### config.mk
export PLATFORM = sky130hd
export DESIGN_NAME = abm_queue
export DESIGN_NICKNAME = d
export VERILOG_FILES = /design/src/hw/rtl/abm_pkg.sv /design/src/hw/rtl/abm_queue.sv
export SDC_FILE = /design/constraint.sdc
export NUM_CORES = 1
export LEC_CHECK = 0
export ABC_AREA = 1
export BUFFER_PORTS_ARGS = -buffer_cell sky130_fd_sc_hd__buf_2
export CAP_MARGIN = 20
export CORE_MARGIN = 5
export CORE_UTILIZATION = 49
export CTS_BUF_LIST = sky130_fd_sc_hd__clkbuf_8
export DETAILED_ROUTE_END_ITERATION = 7
export GPL_TIMING_DRIVEN = 1
export PLACE_DENSITY = 0.78
export SYNTH_ARGS = -nofsm -noshare
export SYNTH_HDL_FRONTEND = slang
export SYNTH_SLANG_ARGS = --single-unit
### constraint.sdc
create_clock -name clk -period 4.1 [get_ports clk]
set_input_delay 0.82 -clock clk [delete_from_list [all_inputs] [get_ports clk]]
set_output_delay 0.82 -clock clk [all_outputs]
set_load 0.005 [all_outputs]
### src/hw/rtl/abm_pkg.sv
// ============================================================================
// abm_pkg - shared types and constants of the burst memory slave
// Memory geometry, queue operation word and small helper functions.
// ============================================================================
package abm_pkg;

    localparam int MEM_WORDS   = 65536;
    localparam int MAX_BEATS   = 16;
    localparam int QUEUE_DEPTH = 2;

    localparam int MEM_AW  = $clog2(MEM_WORDS);
    localparam int BEAT_W  = $clog2(MAX_BEATS + 1);
    localparam int QPTR_W  = (QUEUE_DEPTH > 1) ? $clog2(QUEUE_DEPTH) : 1;
    localparam int QCNT_W  = $clog2(QUEUE_DEPTH + 1);

    // input command codes
    localparam logic [1:0] CMD_READ_REQ  = 2'd0;
    localparam logic [1:0] CMD_WRITE_REQ = 2'd1;
    localparam logic [1:0] CMD_WRITE_DAT = 2'd2;

    // result kinds
    localparam logic KIND_READ_DATA = 1'b0;
    localparam logic KIND_WRITE_RSP = 1'b1;

    // back-end operation codes
    localparam logic OP_READ  = 1'b0;
    localparam logic OP_WRITE = 1'b1;

    typedef struct packed {
        logic              op;
        logic [31:0]       addr;
        logic [31:0]       data;
        logic [BEAT_W-1:0] count;
        logic [1:0]        size;
        logic              resp;
    } abm_op_t;

    function automatic logic [BEAT_W-1:0] beat_count(input logic [3:0] len);
        logic [4:0] n;
        n = {1'b0, len} + 5'd1;
        if (int'(n) > MAX_BEATS)
            return BEAT_W'(MAX_BEATS);
        return BEAT_W'(n);
    endfunction

    function automatic logic word_in_range(input logic [31:0] mem_addr);
        return mem_addr[31:2] < 30'(MEM_WORDS);
    endfunction

endpackage

### src/hw/rtl/abm_queue.sv
// ============================================================================
// abm_queue - operation queue
// Short FIFO between front end and back end.
// ============================================================================
module abm_queue (
    input  logic             clk,
    input  logic             rst_n,
    input  logic             push_valid,
    input  abm_pkg::abm_op_t push_op,
    output logic             push_ready,
    output logic             pop_valid,
    output abm_pkg::abm_op_t pop_op,
    input  logic             pop_ready
);

    abm_pkg::abm_op_t            entries_reg [abm_pkg::QUEUE_DEPTH];
    logic [abm_pkg::QPTR_W-1:0]  wr_ptr_reg, wr_ptr_next;
    logic [abm_pkg::QPTR_W-1:0]  rd_ptr_reg, rd_ptr_next;
    logic [abm_pkg::QCNT_W-1:0]  count_reg, count_next;
    logic                        do_push, do_pop;

    assign push_ready = count_reg != abm_pkg::QCNT_W'(abm_pkg::QUEUE_DEPTH);
    assign pop_valid  = count_reg != '0;
    assign pop_op     = entries_reg[rd_ptr_reg];
    assign do_push    = push_valid && push_ready;
    assign do_pop     = pop_valid && pop_ready;

    always_comb
    begin
        wr_ptr_next = wr_ptr_reg;
        rd_ptr_next = rd_ptr_reg;
        count_next  = count_reg;
        if (do_push)
            wr_ptr_next = (wr_ptr_reg == abm_pkg::QPTR_W'(abm_pkg::QUEUE_DEPTH - 1))
                          ? '0 : wr_ptr_reg + abm_pkg::QPTR_W'(1);
        if (do_pop)
            rd_ptr_next = (rd_ptr_reg == abm_pkg::QPTR_W'(abm_pkg::QUEUE_DEPTH - 1))
                          ? '0 : rd_ptr_reg + abm_pkg::QPTR_W'(1);
        if (do_push && !do_pop)
            count_next = count_reg + abm_pkg::QCNT_W'(1);
        else if (do_pop && !do_push)
            count_next = count_reg - abm_pkg::QCNT_W'(1);
    end

    always_ff @(posedge clk)
    begin
        if (do_push)
            entries_reg[wr_ptr_reg] <= push_op;
    end

    always_ff @(posedge clk or negedge rst_n)
    begin
        if (!rst_n)
        begin
            wr_ptr_reg <= '0;
            rd_ptr_reg <= '0;
            count_reg  <= '0;
        end
        else
        begin
            wr_ptr_reg <= wr_ptr_next;
            rd_ptr_reg <= rd_ptr_next;
            count_reg  <= count_next;
        end
    end

endmodule

---- After elaboration in Yosys (flattened, before gate mapping) ----
Memories as Yosys holds them, arrays and structs flattened.
Cells that the tools add are included.
word-level totals
  output and inout port bits .............. 75
  memories ................................ 1
  register bits after elaboration ......... 4
  bits in writable memories ............... 146
cells by class
  add/subtract/negate cells ............... 4
  eq/ne operators ......................... 1
  reduce and logical (&&, ||, !) cells .... 8
  muxes and demuxes ....................... 6
memories
  name         depth  width  read ports  clocked after Yosys merged registers in  wr ports  RTL line         RTL
  entries_reg  2      73     1           0                                        1         abm_queue.sv:16  abm_pkg::abm_op_t entries_reg [abm_pkg::QUEUE_DEPTH];
operators by type and width
  cell                   count
  $logic_and A1 B1 Y1    4
  $mux W1                4
  $mux W2                2
  $reduce_bool A2 Y1     2
  $add A1 B1 Y1 const B  2
  $add A2 B1 Y2 const B  1
  $logic_not A1 Y1       2
  $ne A2 B2 Y1 const B   1
  $sub A2 B1 Y2 const B  1

---- Logic depth before layout (Yosys ltp) ----
  word-level depth ........................ 6
  depth in mapped cells ................... 10
  depth with buffers taken out ............ 10

---- Least setup slack after synthesis ----
No wires, ideal clock.
  path kind ............................... input-to-reg
  start point ............................. in push_valid
  end point ............................... mem entries_reg[0][0] (netlist name) (enable)
  data arrival time ....................... 3,976 ps
  required time ........................... 3,595 ps
  stages .................................. 2
  slack ................................... -381 ps
  path buffers ............................ 0
  cell sequence ........................... nand2_1 > nor2_1
on the way
  cells in the longest elaborated chain, start to end .. 3
ends and longest elaborated chain
  element                        RTL line         RTL
  start: declaration             abm_queue.sv:8   input logic push_valid,
  $logic_and A1 B1 Y1            abm_queue.sv:25  assign do_push = push_valid && push_ready;
  $mux W1                        abm_queue.sv:47  if (do_push)
  $mux W1 (implied by the code)  abm_queue.sv:48  entries_reg[wr_ptr_reg] <= push_op;
  end: declaration               abm_queue.sv:16
Every way passes these cells.

==> results.md <==
STA:
- The final critical path time including I/O delays and setup is 2.92 ns.
- For the pin with the worst max-slew slack, the measured transition is about 0.78 ns.
- The worst clock skew on the final layout is 0.00903 ns.
- The final hold violation count is 0.
- The max-slew violation count was 0.
- Setup repair after global routing left no endpoint under its margin.
- Setup violations remaining at the end of the flow were counted as 0.
- Summed over all failing endpoints, the final setup total negative slack is 0 ns.
- Dividing the final minimum period by the clock period gives 71.3%.
- The worst slew margin relative to its limit is 48.3%.
- The tightest hold path in the finished design has a slack of between 0.15 and 0.2 ns.
- Timing would allow up to 0.342 GHz.

Floorplanning:
- 152 I/O pins were placed.
- The site row count is 38.
- The die height is 116 um.
- The core region is 0.0109 mm^2.
- From left edge to right edge, the die measures approximately 120 um.
- The overall die area is 0.0135 mm^2.
- The starting utilization of the core area is around half.

Clock network:
- Clock-pin slew was measured on the worst setup and hold paths at 0.08 ns.
- The number of buffers added to fix hold violations after cts is 0.
- CTS saw 150 sinks.
- The clock latency of the later-clocked register in the worst-skew pair is 0.42 ns.
- The tree is rooted in a sky130_fd_sc_hd__clkbuf_8.
- The post-cts sizing count is 0.
- No sink is reached through more buffers than the 2 on the longest clock path.
- The count of buffers added by post-CTS timing repair for setup is 0.
- The number of buffers created by CTS is 17.
- The CTS tree is built.
- The H-tree was split into 4 levels.

Drt:
- After detailed routing, the number of remaining DRC violations is 0.
- The met2 wire length is 5.54 mm.
- The per-cell via count in the routed design is 4.80.
- In the final routing, the length of wire on met1 measures 4.54 mm.
- The total detailed-routing wirelength is 11.0 mm.
- The iteration-0 DRC count of the detailed router is roughly 240.
- The via count is 3,470.
- The routed length on met3 is roughly 800 um.
- In this run the remaining antenna-violating nets after routing total 0.
- The average routed wire per standard cell is 15.2 um.
- The first detailed-routing pass ran for 5 iterations.
- Signal routing reaches up to met4.

Global routing:
- The number of global-route vias before repair came to approximately 3.5k.
- The first global-routing pass estimated 16.8 mm of wire.
- The final global-route overflow total is 0.
- The initial antenna violation count is 0.
- Entering global routing, the biggest net connects 75 pins.
- For this run, the total global-route usage over all layers was measured as between 15 and 20%.

Power:
- The leakage power total is 2.98 nW.
- VDD sags by at most 0.353 mV.
- Power spread over the standard cell area amounts to 689 mW/mm^2.

Logic synthesis:
- The net count of the mapped netlist is 488.
- The most numerous cell in the Yosys netlist is sky130_fd_sc_hd__nand2_1.
- For this run, the register share of the synthesized area comes to about 81%.
- For this run, the number of Yosys warnings is 0.
- Of the post-synthesis cell area, the dominant cell type holds slightly below 80%.
- Counting every instance in the synthesized netlist gives a little over 400.
- After Yosys synthesis, XOR and XNOR cells account for 0.317% of the synthesized area.
- The cell area after synthesis is 0.00553 mm^2.
- The largest area contributor in the synthesized netlist is sky130_fd_sc_hd__edfxtp_1.
- Of all flip-flops after synthesis, the portion carrying an async set or reset was 2.67%.
- Of the post-synthesis cell area, the part taken by muxes is 0%.
- Of the total synthesized cell area, the portion taken by full adders, half adders and majority gates is less than 1%.
- Synthesis inferred 150 register bits.
- The most used flip-flop cell after synthesis is sky130_fd_sc_hd__edfxtp_1.
- The complex-gate fraction of the synthesized area is 0%.
- The count of unique library cells instantiated by Yosys is 14.
- The mean cell area of the mapped netlist is 13.5 um^2.
- The number of enable flip-flop cells after synthesis is 146.
- By area the synthesized netlist is led by sky130_fd_sc_hd__edfxtp_1, sky130_fd_sc_hd__nand2_1, sky130_fd_sc_hd__dfrtp_1.
- Of the total synthesized cell area, the portion taken by AND, OR, NAND and NOR gates is 16.0%.
- The commonest cells after synthesis are sky130_fd_sc_hd__nand2_1, sky130_fd_sc_hd__edfxtp_1, sky130_fd_sc_hd__buf_2.
- The largest family of logic cells by synthesized area is simple AND/OR/NAND/NOR gates.

Finish:
- From synthesis to final layout, the design area changed by 23.2%.
- The repair_antennas step left the layout with diodes totalling 0.
- The fraction of the core area covered by cells at the end of the flow is 62.3%.
- For this run, the post-layout net count is 648.
- After filler insertion, the fill cell instance count of the layout stands at 841.
- The register with the most flip-flops in the layout has 146 of them.
- The finished layout holds 723 standard cells, fillers aside.
- After routing the design area is ~0.0068 mm^2.
- The layout cell share with drive strength beyond 1 is 32.6%.

Setup path:
- In this design, the critical path's most frequently occurring cell is sky130_fd_sc_hd__nand2_1.
- The category of the worst setup path capture point is an output pin.
- Data on the critical path is required at its endpoint by 3.28 ns.
- In this design, the stage delay of the slowest critical-path cell is 0.48 ns.
- The startpoint type of the worst setup path is a flop.
- The cell with the largest stage delay on the worst path is sky130_fd_sc_hd__buf_4.
- The worst endpoint data arrival time is 2.10 ns.
- Along the worst path, the maximum fanout reaches 38.
- The setup path with the least slack is of type flop to output pin.
- Walking the worst path, the cells encountered are inv_2 -> buf_4 -> nand2_1 -> nand2_1 -> buf_2.

Place:
- The total placed cells including tap cells is 691.
- The cell area after placement is 0.00642 mm^2.
- The HPWL after detailed placement is about 7.4 mm.
- The weighted congestion at the end of routability-driven global placement is 0.744.
- The number of input and output port buffers inserted is 151.

Flow run:
- The number of maximum-capacitance constraint violations is 0.

Min path:
- The class of the most critical hold timing path is primary input to asynchronous set/reset pin.

Status:
- The run finished with clean final reports.
-- per-stage QoR --
stage | worst slack [ns] | total power, mW
6_report | 1.18 | 4.70
5_1_grt | 0.954 | 5.00
4_1_cts | 1.11 | 4.76
3_5_place_dp | 1.53 | 3.66
3_3_place_gp | 1.57 | 3.61
2_1_floorplan | -0.381 | 3.05
-- per-layer routing --
metal  up-vias  GRT usage (%)
met2       131           27.6
met4         0           4.87
met3        11           4.97
li1       1705              -
met5         -              0
met1      1623           21.2
-- worst max-delay path: cells and delay by family (launching register included) --
kind / cells / cell delay [ns]
AND/OR/NAND/NOR: 2 / 0.20
flip-flops: 1 / 0.41
buffers and inverters: 3 / 1.05
-- layout by cell type, fill, tap and decap left out, drive strengths merged --
cell type	count
clkbuf	17
nand2	229
clkinvlp	2
inv	10
dfrtp	4
buf	157
xor2	1
ha	1
xnor2	1
nand4	1
nand3	2
edfxtp	146
bufinv	3
clkinv	7
nor2	2
-- path summary, 6_finish.rpt --
check                      cells past startpoint         start  slack (ns)            endpoint
max                                            5    rd_ptr_reg        1.18          pop_op[63]
min                                            1         rst_n        0.19        count_reg[1]
max reg2reg                                    5  count_reg[0]        1.91  entries_reg[1][19]
min reg2reg                                    1  count_reg[0]        0.51        count_reg[0]
max in group asynchronous                      1         rst_n        3.78          rd_ptr_reg
min in group clk                               1  count_reg[0]        0.51        count_reg[0]
-- cell families after synthesis --
| kind of cell | Yosys count |
|---|---|
| XOR/XNOR | 2 |
| adder cells (fa/ha/maj) | 1 |
| buffers and inverters | 23 |
| flip-flops | 150 |
| AND/OR/NAND/NOR | 234 |
-- area by class of cell --
| cell class | instances | area (um^2) | share of cell area (%) |
|---|---|---|---|
| inverters | 7 | 26.3 | 0.386 |
| flip-flops and latches | 150 | 4490 | 65.8 |
| well taps | 140 | 175 | 2.57 |
| clock buffers | 17 | 234 | 3.43 |
| multi-input cells | 237 | 928 | 13.6 |
| clock inverters | 15 | 163 | 2.39 |
| repair buffers | 157 | 801 | 11.8 |
-- power breakdown --
part / total, mW / internal (mW) / switching [mW] / leakage, nW
registers: 2.18 / 2.09 / 0.0865 / 1.40
clock network: 1.11 / 0.594 / 0.512 / 0.206
logic: 1.41 / 0.498 / 0.911 / 1.37
total: 4.70 / 3.19 / 1.51 / 2.98
No activity file was read; power rests on OpenSTA's default activity.
