`src/hw/rtl/abm_pkg.sv`:
```
// ============================================================================
// abm_pkg - shared types and constants of the burst memory slave
// Memory geometry, queue operation word and small helper functions.
// ============================================================================
package abm_pkg;

    localparam int MEM_WORDS   = 65536;
    localparam int MAX_BEATS   = 16;
    localparam int QUEUE_DEPTH = 2;

    localparam int MEM_AW  = $clog2(MEM_WORDS);
    localparam int BEAT_W  = $clog2(MAX_BEATS + 1);
    localparam int QPTR_W  = (QUEUE_DEPTH > 1) ? $clog2(QUEUE_DEPTH) : 1;
    localparam int QCNT_W  = $clog2(QUEUE_DEPTH + 1);

    // input command codes
    localparam logic [1:0] CMD_READ_REQ  = 2'd0;
    localparam logic [1:0] CMD_WRITE_REQ = 2'd1;
    localparam logic [1:0] CMD_WRITE_DAT = 2'd2;

    // result kinds
    localparam logic KIND_READ_DATA = 1'b0;
    localparam logic KIND_WRITE_RSP = 1'b1;

    // back-end operation codes
    localparam logic OP_READ  = 1'b0;
    localparam logic OP_WRITE = 1'b1;

    typedef struct packed {
        logic              op;
        logic [31:0]       addr;
        logic [31:0]       data;
        logic [BEAT_W-1:0] count;
        logic [1:0]        size;
        logic              resp;
    } abm_op_t;

    function automatic logic [BEAT_W-1:0] beat_count(input logic [3:0] len);
        logic [4:0] n;
        n = {1'b0, len} + 5'd1;
        if (int'(n) > MAX_BEATS)
            return BEAT_W'(MAX_BEATS);
        return BEAT_W'(n);
    endfunction

    function automatic logic word_in_range(input logic [31:0] mem_addr);
        return mem_addr[31:2] < 30'(MEM_WORDS);
    endfunction

endpackage

```
`src/hw/rtl/abm_if.sv`:
```
// ============================================================================
// abm_if - request and response channels of the burst memory slave
// Valid/ready channels; a word moves when valid and ready are both high.
// ============================================================================
interface abm_in_if;
    logic        valid;
    logic        ready;
    logic [1:0]  command;
    logic [31:0] address;
    logic [3:0]  burst_len;
    logic [1:0]  beat_size;
    logic [31:0] write_data;

    modport source (output valid, command, address, burst_len, beat_size, write_data,
                    input ready);
    modport sink   (input valid, command, address, burst_len, beat_size, write_data,
                    output ready);
endinterface


```
`src/hw/rtl/abm_front.sv`:
```
// ============================================================================
// abm_front - request front end
// Accepts request words, tracks the open write burst and queues operations.
// ============================================================================
module abm_front (
    input  logic             clk,
    input  logic             rst_n,
    abm_in_if.sink           request,
    input  logic             clear_done,
    output logic             push_valid,
    output abm_pkg::abm_op_t push_op,
    input  logic             push_ready
);

    logic                      write_open_reg, write_open_next;
    logic [31:0]               wr_addr_reg, wr_addr_next;
    logic [abm_pkg::BEAT_W-1:0] wr_left_reg, wr_left_next;
    logic [1:0]                wr_step_reg, wr_step_next;
    logic                      accept;

    assign request.ready = clear_done && push_ready;
    assign accept        = request.valid && request.ready;

    always_comb
    begin
        write_open_next = write_open_reg;
        wr_addr_next    = wr_addr_reg;
        wr_left_next    = wr_left_reg;
        wr_step_next    = wr_step_reg;
        push_valid      = 1'b0;
        push_op.op      = abm_pkg::OP_READ;
        push_op.addr    = request.address;
        push_op.data    = request.write_data;
        push_op.count   = abm_pkg::beat_count(request.burst_len);
        push_op.size    = request.beat_size;
        push_op.resp    = 1'b0;
        if (accept)
        begin
            unique case (request.command)
                abm_pkg::CMD_READ_REQ:
                begin
                    push_valid = !write_open_reg;
                end
                abm_pkg::CMD_WRITE_REQ:
                begin
                    if (!write_open_reg)
                    begin
                        write_open_next = 1'b1;
                        wr_addr_next    = request.address;
                        wr_left_next    = abm_pkg::beat_count(request.burst_len);
                        wr_step_next    = request.beat_size;
                    end
                end
                abm_pkg::CMD_WRITE_DAT:
                begin
                    if (write_open_reg)
                    begin
                        push_valid   = 1'b1;
                        push_op.op   = abm_pkg::OP_WRITE;
                        push_op.addr = wr_addr_reg;
                        push_op.resp = (wr_left_reg == abm_pkg::BEAT_W'(1));
                        wr_addr_next = wr_addr_reg + (32'd1 << wr_step_reg);
                        wr_left_next = wr_left_reg - abm_pkg::BEAT_W'(1);
                        if (wr_left_reg == abm_pkg::BEAT_W'(1))
                            write_open_next = 1'b0;
                    end
                end
                default:
                begin
                    // unused command: dropped
                end
            endcase
        end
    end

    always_ff @(posedge clk or negedge rst_n)
    begin
        if (!rst_n)
        begin
            write_open_reg <= 1'b0;
            wr_addr_reg    <= '0;
            wr_left_reg    <= '0;
            wr_step_reg    <= '0;
        end
        else
        begin
            write_open_reg <= write_open_next;
            wr_addr_reg    <= wr_addr_next;
            wr_left_reg    <= wr_left_next;
            wr_step_reg    <= wr_step_next;
        end
    end

endmodule

```
`src/flat_wrapper.sv`:
```
// flat-port wrapper written by rule: the top's interface ports become plain ports
module abm_front_flat 
  (clk, rst_n, clear_done, push_valid, push_op, push_ready, request_valid, request_command, request_address, request_burst_len, request_beat_size, request_write_data, request_ready);
  abm_in_if request_i ();
  input  logic clk;
  input  logic rst_n;
  input  logic clear_done;
  output logic push_valid;
  output abm_pkg::abm_op_t push_op;
  input  logic push_ready;
  input wire logic [$bits(request_i.valid)-1:0] request_valid;
  input wire logic [$bits(request_i.command)-1:0] request_command;
  input wire logic [$bits(request_i.address)-1:0] request_address;
  input wire logic [$bits(request_i.burst_len)-1:0] request_burst_len;
  input wire logic [$bits(request_i.beat_size)-1:0] request_beat_size;
  input wire logic [$bits(request_i.write_data)-1:0] request_write_data;
  output wire logic [$bits(request_i.ready)-1:0] request_ready;
  assign request_i.valid = request_valid;
  assign request_i.command = request_command;
  assign request_i.address = request_address;
  assign request_i.burst_len = request_burst_len;
  assign request_i.beat_size = request_beat_size;
  assign request_i.write_data = request_write_data;
  assign request_ready = request_i.ready;
  abm_front u_core (.clk(clk), .rst_n(rst_n), .request(request_i), .clear_done(clear_done), .push_valid(push_valid), .push_op(push_op), .push_ready(push_ready));
endmodule
```
`config.mk`:
```
export PLATFORM = sky130hd
export DESIGN_NAME = abm_front_flat
export DESIGN_NICKNAME = d
export VERILOG_FILES = /design/src/hw/rtl/abm_pkg.sv /design/src/hw/rtl/abm_if.sv /design/src/hw/rtl/abm_front.sv /design/src/flat_wrapper.sv
export SDC_FILE = /design/constraint.sdc
export NUM_CORES = 1
export LEC_CHECK = 0
export BUFFER_PORTS_ARGS = -buffer_cell sky130_fd_sc_hd__buf_2
export CORE_MARGIN = 2
export CORE_UTILIZATION = 44
export CTS_CLUSTER_SIZE = 12
export DETAILED_ROUTE_END_ITERATION = 7
export PLACE_DENSITY = 0.78
export SLEW_MARGIN = 25
export SYNTH_ARGS = -nofsm -noshare
export SYNTH_HDL_FRONTEND = slang
export SYNTH_SLANG_ARGS = --single-unit
```
`constraint.sdc`:
```
create_clock -name clk -period 2.5 [get_ports clk]
set_input_delay 0.375 -clock clk [delete_from_list [all_inputs] [get_ports clk]]
set_output_delay 0.375 -clock clk [all_outputs]
set_load 0.02 [all_outputs]
```
# Word-level counts from Yosys, hierarchy flattened
# Index checks and enable logic that the tools add are counted.
[op_classes]
n_addsub = 3
multipliers = 0
div_mod_pow = 0
magnitude_cmp = 1
eq_ne = 5
shift = 1
muxes = 25
n_bitwise = 1
reduce_logical = 8
[op_table]
columns = ["op", "n"]
rows = [
  ["$mux 33", 3],
  ["$mux 32", 2],
  ["$pmux 32 s2", 1],
  ["$add 32x32->32", 1],
  ["$shl 1x2->32 const A", 1],
  ["$mux 5", 5],
  ["$mux 1", 11],
  ["$pmux 5 s2", 1],
  ["$add 4x1->5 const B", 1],
  ["$eq 5x1->1 const B", 1],
  ["$gt 5x5->1 const B", 1],
  ["$sub 5x1->5 const B", 1],
  ["$pmux 1 s2", 2],
  ["$reduce_and 4->1", 1],
  ["$reduce_and 3->1", 1],
  ["$eq 2x1->1 const B", 1],
  ["$eq 2x2->1 const B", 1],
  ["$logic_and 1x1->1", 2],
  ["$logic_not 2->1", 1],
  ["$ne 2x1->1 const B", 1],
  ["$ne 2x2->1 const B", 1],
  ["$reduce_and 2->1", 1],
  ["$reduce_bool 2->1", 1],
  ["$logic_not 1->1", 1],
  ["$not 1->1", 1],
]
[totals]
ff_bits = 40
latchBits = 0
ramBits = 0
mem_bits_ro = 0
inputBits = 77
output_inout_bits = 75
word_cells = 48
memories = 0

# Depth between registers and ports, before layout
[logic_depth]
word_depth = 9
mapped_depth = 9
depth_no_buf = 8

# Worst setup path before layout
# Ideal clock, no wire load.
[synth_path]
kind = "input to output"
startpoint = "input clear_done"
endpoint = "output push_op[63] (netlist bit)"
arrival_time_ns = 1.983
required_time_ns = 2.125
setup_slack_ns = 0.142
path_stages = 5
path_buffers = 1
path_cell_list = "and2_1 nand2_1 nor2_1 clkbuf_1 mux2_2"
[synth_rtl]
columns = ["item", "line", "text"]
rows = [
  ["start: declaration", "flat_wrapper.sv:7", "input logic clear_done;"],
  ["end: declaration", "flat_wrapper.sv:9", "output abm_pkg::abm_op_t push_op;"],
]

# Final worst setup path
[layout_path]
startpoint = "register u_core.wr_step_reg[1]"
endpoint = "register u_core.wr_addr_reg[9]"
[layout_between]
elab_chain_len = 4
[layout_rtl]
columns = ["item", "line", "text"]
rows = [
  ["start: declaration", "abm_front.sv:18", "logic [1:0] wr_step_reg, wr_step_next;"],
  ["start signal: assignment", "abm_front.sv:90", "wr_step_reg <= wr_step_next;"],
  ["$shl 1x2->32", "abm_front.sv:62", "wr_addr_next = wr_addr_reg + (32'd1 << wr_step_reg);"],
  ["$add 32x32->32", "abm_front.sv:62", ""],
  ["$mux 32", "abm_front.sv:56", "if (write_open_reg)"],
  ["$pmux 32 s2", "abm_front.sv:39", "unique case (request.command)"],
  ["end signal: assignment", "abm_front.sv:88", "wr_addr_reg <= wr_addr_next;"],
  ["end: declaration", "abm_front.sv:16", "logic [31:0] wr_addr_reg, wr_addr_next;"],
]
# Every way passes these cells. The select of a mux whose other input is x is not followed.
# A chain may end at the register's enable or synchronous reset.

==> reports/summary.txt <==
Status = complete, no violations
Final-report hold violation count = 0
Num CTS Buffers = 5
Most used flip-flop cell after synthesis = dfrtp_1
Max reg flops = 32
Part of the cycle the worst path needs = 96.5%
Clk sinks = 40
Ant. Diodes = 0
Worst EP required = 2670 ps
Final setup fails = 0
Peak VDD IR = 0.224 mV
Routed wire per std cell = 16.5 um
Yosys reg bits = 40
Cell count after synthesis = 390
Filler cells = 735
Largest fanout on the critical path = 7
Synth top cells by count = dfrtp_1, buf_4, mux2_2
Worst setup SP type = register
Arrival time worst endpoint = 2590 ps
Max Root-Sink Buffers = 2
Detailed-route wire length = 9.05 mm
Post-synth ARST share = 100%
Top cell type's share of synthesized area = 29.3%
DRT Pass-1 Iters = 4
Register area share after synthesis = 29.3%
Kind of critical path = reg2reg
Nets@finish = 533
Worst-path clk slew = 80 ps
Total negative slack = 0 ps
IO Pins = 152
Largest stage delay, worst path = 430 ps
Reg2reg end = u_core.wr_addr_reg[9]
IO Port Bufs = 87
Number of remaining DRC errors = 0
Initial drt markers = 188
R2r startpoint = u_core.wr_step_reg[1]
Relative slew slack = 62.8%
GRT Total Usage = 22.2%
Fin Clk Skew = 10.8 ps
Post-synth EDFFs = 0
Crit path cell chain = buf_4, and2_1, ha_1, and3_1, a221oi_4, or2_2, or4_1, o311a_1
Slew Limit Fails = 0
H-tree depth = 2
Final weighted congestion in routability-driven placement = 0.907
Worst slew pin tran = 556 ps
Share of cells above drive strength 1 = 36.5%
Netlist cell types = 54
Pwr per Cell Area = 553 nW/um^2
R2R Setup Slk = 90 ps
Core Region = 7610 sq um
DIE HEIGHT = 92.1 um
Minimum clock period = 2410 ps
Max Cap Viol = 0
Cell taking the most area after synthesis = dfrtp_1
Row count = 32
RSZ-0062 raised after global routing = yes
Gr ovfl total = 0
Vias = 3273
Non-filler cells, final = 548
Fmax achieved = 414 MHz
Antenna violation net count after detailed routing = 0
Vias per cell = 5.97
Syn Nets = 478
TritonCTS clock tree = yes
Starting Density = 44.9%
HPWL Detailed = 6.74 mm
Initial antenna violation count = 0
Avg Inst Size Synth = 8.76 sq um
Hold slack = 53.0 ps
Die area = 8480 sq um
Synth warnings = 0
CP endpoint = u_core.wr_addr_reg[9]
Die width = 92.1 um
Hold WC Path Type = in2async
CTS Hold Bufs = 0
Critical path origin = u_core.wr_step_reg[1]
Area growth from synthesis to layout = 15.1%
Skew-Pair Late Insertion Delay = 300 ps
Largest net degree at the start of global routing = 41
Vias in the first global route = 3230
Leak = 1.70 nW
Reg2reg path depth = 8
Top-count cell post-synth = dfrtp_1
Mapped cell area = 3410 sq um
Clock Tree Root = clkbuf_8
Crit end category = register
Global-route wire length before repair = 15.4 mm
Placed Instances = 539
Ranking of synthesized cells by area = dfrtp_1, mux2_2, buf_4
Worst path slowest cell = or4_1
what timing repair did:
action | 4_1_cts | 5_1_grt
pin swaps | 0 | 3
cloned | 0 | 0
buffers inserted | 0 | 1
resized for setup | 1 | 3
setup endpoints to repair | 1 | 10
worst max-delay path, delay by kind of cell (launching register included):
| kind | cells | cell delay [ps] |
|---|---|---|
| compound gates | 2 | 210 |
| simple gates | 4 | 1180 |
| fa+ha+maj | 1 | 360 |
| flops | 1 | 380 |
| buf+inv | 1 | 140 |
layout by cell type, fill, tap and decap left out, types with 6 or more instances in the layout:
| cell | n |
|---|---|
| a211oi_1 | 10 |
| a21oi_1 | 21 |
| and3_1 | 14 |
| buf_2 | 86 |
| buf_4 | 18 |
| dfrtp_1 | 40 |
| ha_1 | 10 |
| inv_1 | 6 |
| mux2_2 | 35 |
| mux2i_1 | 7 |
| nand2_1 | 19 |
| nand3_1 | 18 |
| nand4_1 | 10 |
| nor2_1 | 13 |
| nor3_1 | 21 |
| o21ai_0 | 17 |
| o22ai_1 | 18 |
| or3_1 | 7 |
layer usage:
metal | wire length (um) | global-route usage [%]
met1 | 3870 | 28.9
met2 | 4450 | 37.2
met3 | 532 | 3.29
met4 | 206 | 8.71
met5 | 0 | 0
worst min path at each step:
stage                          start  slack (ps)                      to  cells after the start
3_3_place_gp   u_core.wr_addr_reg[0]         500   u_core.wr_addr_reg[0]                      2
4_1_cts                        rst_n         230   u_core.wr_addr_reg[1]                      1
5_1_grt                        rst_n          90   u_core.wr_addr_reg[1]                      1
6_report                       rst_n          50  u_core.wr_addr_reg[30]                      1
2_1_floorplan                  rst_n          80   u_core.wr_addr_reg[0]                      0
3_5_place_dp   u_core.wr_addr_reg[0]         500   u_core.wr_addr_reg[0]                      2
per-stage QoR:
step	setup WS, ps	utilization, %	total power, mW	area, sq um
after floorplan	142	-	1.47	3410
after global placement	146	49.8	1.61	3790
after detailed placement	-4.68	49.8	1.64	3790
after CTS	39.9	51.3	2.17	3910
after global routing	-29.5	51.7	2.34	3930
final	86.8	51.7	2.17	3930
power breakdown:
part / internal (mW) / switching [mW] / total (mW)
Sequential: 0.766 / 0.175 / 0.941
Combinational: 0.329 / 0.381 / 0.709
Clock: 0.295 / 0.230 / 0.525
cell families after synthesis:
kind of cell / share of synthesized area, %
AO/OA/AOI/OAI: 18.6
XOR/XNOR: 0.770
adder cells (fa/ha/maj): 4.25
buffers and inverters: 11.3
flip-flops: 29.3
multiplexers: 13.6
AND/OR/NAND/NOR: 22.2
final cells by class:
cell class | count | area (sq um) | share of cell area, %
Sequential cell | 40 | 1000 | 25.5
Timing Repair Buffer | 106 | 606 | 15.4
Inverter | 7 | 26.3 | 0.669
Multi-Input combinational cell | 285 | 2060 | 52.4
Tap cell | 102 | 128 | 3.25
Clock buffer | 5 | 68.8 | 1.75
Clock inverter | 3 | 42.5 | 1.08
Note: power is estimated with default switching activity, not from simulation.
